**src/rtl/d2py_fifo.sv**
```systemverilog
module d2py_fifo #(
    parameter int WIDTH = 8,
    parameter int DEPTH = 2
) (
    input  logic             clk,
    input  logic             rst_n,
    input  logic             push,
    output logic             full,
    input  logic [WIDTH-1:0] wdata,
    input  logic             pop,
    output logic             empty,
    output logic [WIDTH-1:0] rdata
);
    localparam int PW = (DEPTH > 1) ? $clog2(DEPTH) : 1;

    logic [WIDTH-1:0] mem_reg [0:DEPTH-1];
    logic [PW:0]      wr_ptr_reg;
    logic [PW:0]      rd_ptr_reg;
    logic [PW:0]      wr_ptr_next;
    logic [PW:0]      rd_ptr_next;
    logic             do_push;
    logic             do_pop;

    // Pointer compare: equal means empty, equal except the wrap bit means full.
    assign empty   = (wr_ptr_reg == rd_ptr_reg);
    assign full    = (wr_ptr_reg[PW] != rd_ptr_reg[PW]) &&
                     (wr_ptr_reg[PW-1:0] == rd_ptr_reg[PW-1:0]);
    assign do_push = push && !full;
    assign do_pop  = pop && !empty;
    assign rdata   = mem_reg[rd_ptr_reg[PW-1:0]];

    always_comb
    begin
        wr_ptr_next = do_push ? wr_ptr_reg + 1'b1 : wr_ptr_reg;
        rd_ptr_next = do_pop ? rd_ptr_reg + 1'b1 : rd_ptr_reg;
    end

    always_ff @(posedge clk or negedge rst_n)
    begin
        if (!rst_n)
        begin
            wr_ptr_reg <= '0;
            rd_ptr_reg <= '0;
        end
        else
        begin
            wr_ptr_reg <= wr_ptr_next;
            rd_ptr_reg <= rd_ptr_next;
        end
    end

    // Storage holds no reset.
    always_ff @(posedge clk)
    begin
        if (do_push)
        begin
            mem_reg[wr_ptr_reg[PW-1:0]] <= wdata;
        end
    end

endmodule

```
**config.mk**
```make
export PLATFORM = sky130hd
export DESIGN_NAME = d2py_fifo
export DESIGN_NICKNAME = d
export VERILOG_FILES = /design/src/rtl/d2py_fifo.sv
export SDC_FILE = /design/constraint.sdc
export NUM_CORES = 1
export LEC_CHECK = 0
export BUFFER_PORTS_ARGS = -buffer_cell sky130_fd_sc_hd__buf_4
export CORE_MARGIN = 2
export CORE_UTILIZATION = 45
export CTS_BUF_LIST = sky130_fd_sc_hd__clkbuf_4 sky130_fd_sc_hd__clkbuf_8 sky130_fd_sc_hd__clkbuf_16
export CTS_CLUSTER_SIZE = 10
export DETAILED_ROUTE_END_ITERATION = 16
export PLACE_DENSITY_LB_ADDON = 0.12
export SETUP_SLACK_MARGIN = 0.5
export SLEW_MARGIN = 20
export SYNTH_ARGS = -nofsm -noshare
export SYNTH_HDL_FRONTEND = slang
export SYNTH_SLANG_ARGS = --single-unit
```
**constraint.sdc**
```tcl
create_clock -name clk -period 1.61 [get_ports clk]
set_clock_uncertainty 0.1 [all_clocks]
set_input_delay 0.161 -clock clk [delete_from_list [all_inputs] [get_ports clk]]
set_output_delay 0.161 -clock clk [all_outputs]
set_load 0.01 [all_outputs]
```
# [Yosys cells after proc, flatten, opt, wreduce, memory -nomap -nowiden]
# Memory sizes are Yosys's and may differ from the RTL's.
# Cells that the tools add are included.
[op_classes] n_addsub=2 eq_ne=3 mux=2 n_reduce_logical=5
[ops] operator="$add 2x1->2 const B" count=2
[ops] operator="$logic_and 1x1->1" count=3
[ops] operator="$eq 2x2->1" count=1
[ops] operator="$logic_not 1->1" count=2
[ops] operator="$mux 1" count=2
[ops] operator="$eq 1x1->1" count=1
[ops] operator="$ne 1x1->1" count=1
[word_totals] regBits=4 ramBits=16 input_bits=12 out_inout_bits=10 word_cells=15 memories=1
[memory_table] name="mem_reg" words=2 word_bits=8 read_ports=1 rd_ports_with_merged_regs=0 wr=1 line_no="16" rtl="logic [WIDTH-1:0] mem_reg [0:DEPTH-1];"

# [Longest topological paths before layout]
[logic_depth] word_depth=6 mapped_depth=5 ltp_nobuf=3

# [Least setup slack after synthesis]
# No wires, ideal clock.
[synth_path] kind="register -> register" from="reg wr_ptr_reg[1]" to="mem mem_reg[1][0] (enable)" setup_time_ns=0.375 arrival_ns=1.112 required_ns=1.135 slack_ns=0.022 stages_incl_launch_ff=3 n_path_buf=0 period_less_slack_ns=1.588 cell_sequence="dfrtp_1 -> xor2_2 -> a21oi_1"
[synth_between] elab_chain_len=6
[synth_rtl] item="start, declared" line_no="17" rtl="logic [PW:0] wr_ptr_reg;"
[synth_rtl] item="start signal, assigned" line_no="47" rtl="wr_ptr_reg <= wr_ptr_next;"
[synth_rtl] item="$ne 1x1->1" line_no="26" rtl="assign full = (wr_ptr_reg[PW] != rd_ptr_reg[PW]) &&"
[synth_rtl] item="$logic_and 1x1->1" line_no="26"
[synth_rtl] item="$logic_not 1->1" line_no="28" rtl="assign do_push = push && !full;"
[synth_rtl] item="$logic_and 1x1->1" line_no="28"
[synth_rtl] item="$mux 1" line_no="55" rtl="if (do_push)"
[synth_rtl] item="$mux 1 (not written as such)" line_no="57" rtl="mem_reg[wr_ptr_reg[PW-1:0]] <= wdata;"
[synth_rtl] item="end, declared" line_no="16"
# Every way passes these cells.

# [Worst setup path after layout]
[layout_path] from="reg rd_ptr_reg[0]" to="out rdata[7]"
[layout_between] elab_chain_len=1
[layout_rtl] item="start, declared" line_no="18" rtl="logic [PW:0] rd_ptr_reg;"
[layout_rtl] item="start signal, assigned" line_no="48" rtl="rd_ptr_reg <= rd_ptr_next;"
[layout_rtl] item="$mem_v2 2x8"
[layout_rtl] item="end, declared" line_no="12" rtl="output logic [WIDTH-1:0] rdata"
# Every way passes these cells.

==> impl_metrics.csv <==
group,metric,value,unit
status,status,"complete, no violations",
grt,grt_max_degree,12,
power_and_ir_drop,vdd_drop_max,1.172,mV
logic_synthesis,yosysSeqAreaShare,68.84,%
finish,drive_gt1_share,54.84,%
worst_setup_path,r2r_cells,4,
worst_setup_path,critPathMaxStageDelay,0.41,ns
logic_synthesis,synthArstFlopShare,20.00,%
drt,wl_per_cell,13.07,um
logic_synthesis,synth_enable_flop_cells,16,
drt,drtAntennaViolNets,0,
place,hpwl,896.7,um
sta,min_period,1.568,ns
drt,route.met2.wl,788,um
die,fp.coreArea,0.001745,sq mm
min_path,hold_path_depth,3,
min_path,min_path_type,"in -> reg",
drt,vias,548,
drt,wl_met3,76,um
worst_setup_path,worstSetupPathType,"reg -> out",
finish,num-nets-final,106,
grt,gr-total-overflow,0,
worst_setup_path,cp_num_buf_inv,2,
clock_tree,clock-root-buffer,"clkbuf_4",
grt,grtUsageTotal,15.68,%
logic_synthesis,synthDistinctLibCells,20,
clock_tree,cts_buffers,3,
logic_synthesis,syn-instance-count,55,
worst_setup_path,cp.depth,3,
clock_tree,clockBufferDepth,2,
worst_setup_path,cpLargestDelayFamily,"flip-flops",
finish,fillers,114,
clock_tree,clk_latency,0.29,ns
clock_tree,cts_tree,"built",
grt,grt_pass1_vias,534,
logic_synthesis,synthTopCellsByCount,"16 x edfxtp_1, 9 x mux2_2, 4 x dfrtp_1, 4 x nand2_1, 4 x nor2_1",
worst_setup_path,critical_path_required,1.35,ns
die,row_count,15,
grt,grt_pass1_wl,2359,um
power_and_ir_drop,power.leakage,0.5218,nW
finish,area_delta_synth_final,55.19,%
logic_synthesis,synth_top_area_cell,"edfxtp_1",
logic_synthesis,netlist_area,843.3,sq um
logic_synthesis,yosysMostFrequentCell,"edfxtp_1",
sta,max_slew.worst_pin.slew,0.2781,ns
sta,fmax,637.9,MHz
place,dp.cells,99,
worst_setup_path,worstSetupStartpointType,"register",
sta,finalHoldViolCount,0,
logic_synthesis,synthFlopType,"edfxtp_1",
die,die_area,0.002236,sq mm
die,io_pins,22,
die,die_h,47.29,um
logic_synthesis,syn_nets,67,
die,start_util,48.32,%
finish,fin_cells,118,
drt,wl,1542,um
logic_synthesis,yosys-top-cells-area,"edfxtp_1 57%, mux2_2 12%, dfrtp_1 12%",
worst_setup_path,crit_chain,"buf_12 -> mux2_4 -> buf_4",
drt,drc,0,
logic_synthesis,synth_top_cell_area_share,56.97,%
sta,setup_ws,0.04229,ns
sta,slew_headroom,81.46,%
place,finalWeightedCongestion,0.7875,
clock_tree,clkTransAtPathRegs,0.11,ns
sta,rsz0062_at_grt,"yes",
finish,largest_reg_flops,16,
worst_setup_path,endpoint_kind,"output pin",
sta,setup_viol,0,
logic_synthesis,ys_seq_elements,20,
clock_tree,cts.sinks,20,
drt,wl_met1,671,um
worst_setup_path,worstPathArrival,1.31,ns
place,portBuffers,21,
sta,finalCritPeriodShare,97.37,%
power_and_ir_drop,power.density,1926,mW/mm^2
grt,antenna_found_initial,0,
sta,maxSlewViolCount,0,
drt,first_iter_violations,11,
logic_synthesis,avgSynthCellArea,15.33,sq um
worst_setup_path,crit_slowest_cell,"dfrtp_1",
finish,insertedDiodeCount,0,
drt,top_layer,"met4",
die,die_w,47.29,um
place,pre_cts_ws,0.1794,ns
worst_setup_path,crit_fanout,11,
job,drv_cap,0,
clock_tree,cts_max_level,1,
drt,avgViaCountPerCell,4.644,
drt,first_pass_iters,4,
logic_synthesis,synth_warnings,0,
-- metrics by stage --
step                hold WS [ns]  setup TNS (ns)  instance area [sq um]  power, mW  utilization, %
floorplan                -0.2346               0                  880.8      1.510               -
global placement         -0.1373               0                   1066      1.843           61.08
detailed placement       -0.1366               0                   1066      1.852           61.08
CTS                      0.03802               0                   1236      2.233           70.82
global route             0.02957        -0.05409                   1309      2.676           74.98
finish                   0.03171               0                   1309      2.521           74.98
-- kinds of logic (layout without fill, tap and decap cells) --
group                     after synthesis  in the layout  share of synthesized area [%]
DFF                                    20             20                          68.84
xor gates and xnor gates                3              3                          4.007
AOI/OAI and AO/OA                       6              6                          4.154
muxes                                  11             11                          14.39
and+or+nand+nor                        11             11                          5.636
buffers and inverters                   4             42                          2.966
-- layout by cell type, fill, tap and decap left out, drive strengths merged --
cell	synthesis	final
nand3	1	1
clkinv	0	1
nand2	4	4
inv	1	1
xor2	2	2
xnor2	1	1
clkbuf	1	3
nor2	4	4
o211ai	1	1
buf	2	28
mux2	9	9
dlygate4sd3	0	9
mux2i	2	2
o21ai	3	3
nand2b	2	2
dfrtp	4	4
a21oi	1	1
a21boi	1	1
edfxtp	16	16
-- per-layer routing --
metal,global-route usage [%],up-vias
met5,0,-
met4,6.667,0
met2,25.14,17
li1,-,272
met3,2.692,2
met1,21.00,257
-- area by class of cell --
| type | instances | area (sq um) | share of cell area, % |
|---|---|---|---|
| clock buffers | 3 | 22.52 | 1.721 |
| repair buffers | 37 | 349.1 | 26.67 |
| inverters | 1 | 3.754 | 0.2868 |
| flip-flops and latches | 20 | 583.1 | 44.55 |
| clock inverters | 1 | 3.754 | 0.2868 |
| multi-input cells | 31 | 315.3 | 24.09 |
| well taps | 25 | 31.28 | 2.390 |
-- worst reg2reg max path, cell delays in order, from the launching register on --
cell and delay, ns:
dfrtp_2 0.51, xor2_4 0.23, buf_12 0.14, a21oi_4 0.14
buf_12 0.14
-- path summary, 6_finish.rpt --
kind	to	slack, ns	start
worst min register to register	rd_ptr_reg[1]	0.62	rd_ptr_reg[1]
max in group asynchronous	wr_ptr_reg[1]	1.21	rst_n
min in group asynchronous	rd_ptr_reg[0]	0.09	rst_n
worst min-delay path	rd_ptr_reg[0]	0.03	pop
worst max-delay path	rdata[7]	0.04	rd_ptr_reg[0]
worst max register to register	mem_reg[1][3]	0.09	rd_ptr_reg[1]
-- what timing repair did --
action,4_1_cts,5_1_grt
hold endpoints to repair,20,0
resized for setup,2,12
hold buffers,9,0
gates cloned,0,0
setup endpoints to repair,29,30
buffers inserted,4,2
pin swaps,5,4
-- power breakdown --
part | switching, mW | internal [mW]
combinational | 0.575 | 0.824
sequential | 0.143 | 0.740
clock | 0.149 | 0.0901
Note: power is estimated with default switching activity, not from simulation.
