===== src/rtl/d2py_pkg.sv =====
package d2py_pkg;

    // Fixed field widths.
    localparam int IN_W  = 32;
    localparam int OUT_W = 25;

    // Defaults for the top-level parameters.
    localparam int DEF_CORDIC_ITERATIONS = 16;
    localparam int DEF_FRAC_BITS         = 16;

    // Depth of each queue, a power of two.
    localparam int QUEUE_DEPTH = 2;

    // The integer square root of a 64-bit value resolves one result bit per stage.
    localparam int SQRT_STAGES = 32;

    // Word handed from the front part to the back part.
    typedef struct packed {
        logic signed [IN_W-1:0] x;
        logic signed [IN_W-1:0] y;
        logic signed [IN_W-1:0] z;
        logic [IN_W-1:0]        ax;
        logic [IN_W-1:0]        ay;
        logic                   zero;
    } front_word_t;

    // Word of one finished result.
    typedef struct packed {
        logic [OUT_W-1:0] pitch;
        logic [OUT_W-1:0] yaw;
    } result_word_t;

    // Elementary CORDIC angle of stage idx in signed Q32 degrees, worked out
    // at elaboration from a truncated arctangent series.
    function automatic logic [63:0] angle_q32(input int idx);
        logic [63:0] sum;
        logic [63:0] term;
        logic [63:0] rad;
        logic        neg;
        int          k;
        begin
            if (idx == 0) begin
                return 64'd45 << 32;
            end
            sum = 64'd0;
            neg = 1'b0;
            for (k = 1; k * idx <= 60; k += 2) begin
                term = (64'd1 << (60 - k * idx)) / 64'(k);
                sum  = neg ? sum - term : sum + term;
                neg  = !neg;
            end
            rad = sum >> 30;
            return (rad * 64'd3845054675) >> 24;
        end
    endfunction

endpackage


===== src/rtl/d2py_front.sv =====
module d2py_front (
    input  logic                          clk,
    input  logic                          rst_n,
    input  logic                          push,
    output logic                          full,
    input  logic signed [d2py_pkg::IN_W-1:0] dir_x,
    input  logic signed [d2py_pkg::IN_W-1:0] dir_y,
    input  logic signed [d2py_pkg::IN_W-1:0] dir_z,
    output logic                          word_valid,
    input  logic                          word_full,
    output d2py_pkg::front_word_t         word
);
    import d2py_pkg::*;

    logic        valid_reg;
    logic        valid_next;
    front_word_t word_reg;
    front_word_t word_next;
    logic        take;
    logic        hand_off;

    assign hand_off   = valid_reg && !word_full;
    assign full       = valid_reg && word_full;
    assign take       = push && !full;
    assign word_valid = valid_reg;
    assign word       = word_reg;

    // Classify the vector and take the magnitudes of x and y.
    always_comb
    begin
        word_next.x    = dir_x;
        word_next.y    = dir_y;
        word_next.z    = dir_z;
        word_next.ax   = dir_x[IN_W-1] ? (~dir_x + 1'b1) : dir_x;
        word_next.ay   = dir_y[IN_W-1] ? (~dir_y + 1'b1) : dir_y;
        word_next.zero = (dir_x == '0) && (dir_y == '0);
        if (take)
        begin
            valid_next = 1'b1;
        end
        else if (hand_off)
        begin
            valid_next = 1'b0;
        end
        else
        begin
            valid_next = valid_reg;
        end
    end

    always_ff @(posedge clk or negedge rst_n)
    begin
        if (!rst_n)
        begin
            valid_reg <= 1'b0;
        end
        else
        begin
            valid_reg <= valid_next;
        end
    end

    always_ff @(posedge clk)
    begin
        if (take)
        begin
            word_reg <= word_next;
        end
    end

endmodule


===== config.mk =====
export PLATFORM = sky130hd
export DESIGN_NAME = d2py_front
export DESIGN_NICKNAME = d
export VERILOG_FILES = /design/src/rtl/d2py_pkg.sv /design/src/rtl/d2py_front.sv
export SDC_FILE = /design/constraint.sdc
export NUM_CORES = 1
export LEC_CHECK = 0
export ABC_CLOCK_PERIOD_IN_PS = 13400
export BUFFER_PORTS_ARGS = -buffer_cell sky130_fd_sc_hd__buf_4
export CORE_ASPECT_RATIO = 0.5
export CORE_MARGIN = 1
export CORE_UTILIZATION = 52
export CTS_CLUSTER_SIZE = 14
export DETAILED_ROUTE_END_ITERATION = 16
export GPL_TIMING_DRIVEN = 0
export PLACE_DENSITY = 0.86
export SYNTH_ARGS = -nofsm -noshare
export SYNTH_HDL_FRONTEND = slang
export SYNTH_SLANG_ARGS = --single-unit
export TNS_END_PERCENT = 10

===== constraint.sdc =====
create_clock -name clk -period 13.4 [get_ports clk]
set_input_delay 0.67 -clock clk [delete_from_list [all_inputs] [get_ports clk]]
set_output_delay 0.67 -clock clk [all_outputs]
set_load 0.005 [all_outputs]

# Word level (Yosys, flattened, before mapping)
# Index checks and enable logic that the tools add are counted.
# totals
reg_bits	162
in_bits	100
output_inout_bits	163
wordCells	26
# classes
add_sub_neg	2
muxes	4
bitwise_logic	2
n_reduce_logical	9
# ops
cell	n
adder 32 x 1 -> 32 bit, second input constant	2
zero test 32 bit	2
NOT 32 bit	2
two-way mux 31 bit	2
logical AND 1 bit	4
zero test 1 bit	2
two-way mux 1 bit	2
nonzero test 2 bit	1

# Depth between registers and ports, before layout
# logic_depth
depth_word	4
ltp_mapped	6
depth_no_buf	6

# Worst setup path after synthesis
# OpenSTA, ideal clock, no wires.
# synth_timing
kind	input -> register
startpoint	input word_full
endpoint	register word_reg, in the netlist word[0] (enable)
setup_ps	699
arrival_time_ps	7868
t_required_ps	12701
setup_slack_ps	4833
stages	2
path_buffers	0
path_cell_list	and2_1 nor2b_1
# synth_via
elab_chain_cells	3
# synth_lines
element	line	source
start, declared	d2py_front.sv:10	input logic word_full,
logical AND 1 bit	d2py_front.sv:23	assign full = valid_reg && word_full;
zero test 1 bit	d2py_front.sv:24	assign take = push && !full;
logical AND 1 bit	d2py_front.sv:24	
named net take	d2py_front.sv:19	logic take;
end signal, assigned	d2py_front.sv:67	word_reg <= word_next;
end, declared	d2py_front.sv:17	front_word_t word_reg;
# The timed path passes the listed nets, and every way through them passes these cells.
# A chain may end at the register's enable or synchronous reset.

# Final worst setup path
# layout_timing
startpoint	register valid_reg (netlist: word_valid)
endpoint	register word_reg, in the netlist word[87] (enable)
# layout_via
elab_chain_cells	3
# layout_lines
element	line	source
start, declared	d2py_front.sv:15	logic valid_reg;
start signal, assigned	d2py_front.sv:59	valid_reg <= valid_next;
logical AND 1 bit	d2py_front.sv:23	
zero test 1 bit	d2py_front.sv:24	
logical AND 1 bit	d2py_front.sv:24	
named net take	d2py_front.sv:19	
# The timed path passes the listed nets, and every way through them passes these cells.

==> summary.md <==
| Metric | Value |
|---|---|
| I/O pins | 263 |
| Type of origin of the critical path | flop |
| Worst r2r path cells | 4 |
| Yosys reg bits | 160 |
| Post-synth EDFFs | 159 |
| Internal power | 960 uW |
| Initial DRT Pass Iterations | 4 |
| Total Power Consumption | 1230 uW |
| Drt total wl | 15600 um |
| Clk_skew | 0.00392 ns |
| Crit end category | flop |
| Routed vias/inst | 5.26 |
| Vias in the first global route | 4369 |
| NetSw | 275 uW |
| Max-slew violation count | 0 |
| Cell area after layout | 9260 um^2 |
| Initial antenna violation count | 0 |
| Final GP Congestion | 0.759 |
| GRT overflow | 0 |
| Final hold vios | 0 |
| Routed len/inst | 18.6 um |
| CORE AREA | 11900 um^2 |
| Diode count | 0 |
| # Post-CTS Setup Buffers | 0 |
| CP Max Fanout | 37 |
| Largest net degree at the start of global routing | 39 |
| Crit path capture | word[87] |
| R2R Setup Slk | 11.22 ns |
| CP bufs+invs | 2 |
| Global-route wire length before repair | 23300 um |
| Hpwl dp | 11300 um |
| Logic pwr share | 11.2% |
| DR iter-0 viols | 288 |
| Total negative slack | 0 ns |
| Worst Setup SP | word_valid |
| Share of layout cells above drive strength 1 | 47.5% |
| PortBufs | 262 |
| Clock Power Share | 40.3% |
| Yosys cell types | 42 |
| Critical path's largest stage delay | 0.72 ns |
| Clock Tree Buf Depth | 2 |
| Slew HR | 39.2% |
| Hold Slack | 0.0243 ns |
| Critical Path, Cell by Cell | and2_1 -> nor2b_4 -> buf_12 -> buf_12 |
| Post-CTS Resized | 0 |
| Area Overhead vs Synth | 44.9% |
| Cell mode on critical path | buf_12 |
| Post-synthesis instance total | 376 |
| Worst Setup Path Type | flop to flop |
| R2r startpoint | word_valid |
| Sequential power share | 48.5% |
| Leakage | 0.00355 uW |
| Hold-fix buffers at CTS | 0 |
| Worst-path clk slew | 0.06 ns |
| # rows | 28 |
| Main synth FF type | edfxtp_1 |
| Sw Ratio | 22.3% |
| RR Endpoint | word[87] |
| Clock root buffer | clkbuf_16 |
| Initial Utilization | 53.8% |
| Worst IR Drop VDD | 0.0947 mV |
| Dpl cell area | 8650 um^2 |
| Top cell family by delay on the critical path | simple AND/OR/NAND/NOR gates |
| Die W | 159 um |
| Final period demand of the worst path | 2.18 ns |
| Register area share after synthesis | 75.1% |
| Final setup vio count | 0 |
| Fmax | 0.458 GHz |
| Num Clock Sinks | 160 |
| Vias | 4416 |
| Die Area | 12800 um^2 |
| Commonest non-fill, non-tap cell in the layout | buf_4 |
| Final period utilization | 16.3% |
| Final nets | 765 |
| Hold Path Class | primary input to asynchronous set/reset pin |
| Commonest non-fill, non-tap cells in the layout | buf_4 (264), edfxtp_1 (159), xnor2_1 (57), nand2_1 (25), o31ai_1 (18) |
| Crit path DAT | 2.29 ns |
| Syn_nets | 480 |
| CTS tree | built |
| Maxcap violations | 0 |
| Worst slew pin tran | 0.909 ns |
| ANT nets after route | 0 |
| Die H | 80.4 um |
| CP max stage cell | nor2b_4 |
| Max reg flops | 159 |
| Mapped Area | 6390 um^2 |
| Yosys warns | 0 |
| Total track usage | 24.3% |
| Unrepaired setup endpoints after global routing | false |
| CTS H-tree depth | 4 |
| CTS Buf Count | 17 |
| Remaining DRCs | 0 |
| Critical Path RT | 13.50 ns |
| Clock Latency Late Sink | 0.41 ns |
| FFs w/ async S/R, synth | 0.625% |
| Syn_area_per_cell | 17.0 um^2 |
| # fillers | 681 |
| Pwr dens | 133 nW/um^2 |
| CP Depth | 4 |
| Status | completed |
-- how the worst min path moves through the flow --
stage               slack (ns)    endpoint  startpoint
floorplan                 0.37  word_valid       rst_n
global placement          0.45  word_valid       rst_n
detailed placement        0.45  word_valid       rst_n
CTS                      0.007  word_valid       rst_n
global route             0.006  word_valid       rst_n
finish                    0.02  word_valid       rst_n
-- per-layer routing --
layer  vias to the layer above  share of wire, %  GRT usage (%)  wire length [um]
met4                         0               2.2           11.7               339
met5                         -                 0              0                 0
met1                      2191                39           28.3              6050
li1                       2033                 -              -                 -
met2                       165                54           43.6              8510
met3                        27               4.8           5.22               747
-- cell families after synthesis --
kind of cell	synth area share [%]
DFF	75.1
AOI/OAI and AO/OA	6.05
adders and majority gates	0.783
xor gates and xnor gates	7.95
buffers and inverters	1.14
and+or+nand+nor	8.95
-- power groups by stage --
| stage | Combinational (uW) | Clock, uW | Sequential (uW) |
|---|---|---|---|
| after floorplan | 39.0 | 0 | 620 |
| after global routing | 148 | 524 | 601 |
| final | 139 | 497 | 599 |
| after global placement | 130 | 0 | 618 |
| after detailed placement | 138 | 0 | 609 |
| after CTS | 140 | 506 | 599 |
-- per-stage QoR --
stage	instances	utilization (%)	setup slack, ns
3_5_place_dp	807	72.8	10.85
6_report	839	78.0	11.22
5_1_grt	839	78.0	11.13
4_1_cts	839	78.0	11.22
2_1_floorplan	376	-	4.83
3_3_place_gp	803	72.1	2.36
-- cells in the mapped netlist (all sizes together) (2+ instances only) --
master | count | area (um^2)
edfxtp | 159 | 4770
xnor2 | 57 | 499
nand2 | 25 | 93.8
o31ai | 20 | 169
o21ai | 15 | 75.1
nor4 | 13 | 136
o41ai | 12 | 135
nor2 | 11 | 41.3
inv | 8 | 30.0
nand4 | 6 | 52.6
buf | 5 | 27.5
nand2b | 5 | 31.3
nand3 | 5 | 35.0
nor3 | 5 | 35.0
clkbuf | 4 | 15.0
ha | 4 | 50.1
nand3b | 4 | 30.0
or4 | 4 | 33.8
and3 | 2 | 12.5
or3 | 2 | 17.5
-- final cells by class --
type	count	area, um^2	area share [%]
plain buffers	9	42.5	0.459
clock buffers	17	425	4.59
clock inverters	15	185	2.00
inverters	8	30.0	0.324
multi-input cells	199	1520	16.5
flip-flops and latches	160	4800	51.8
well taps	165	206	2.23
repair buffers	266	2050	22.1
Note: power is estimated with default switching activity, not from simulation.
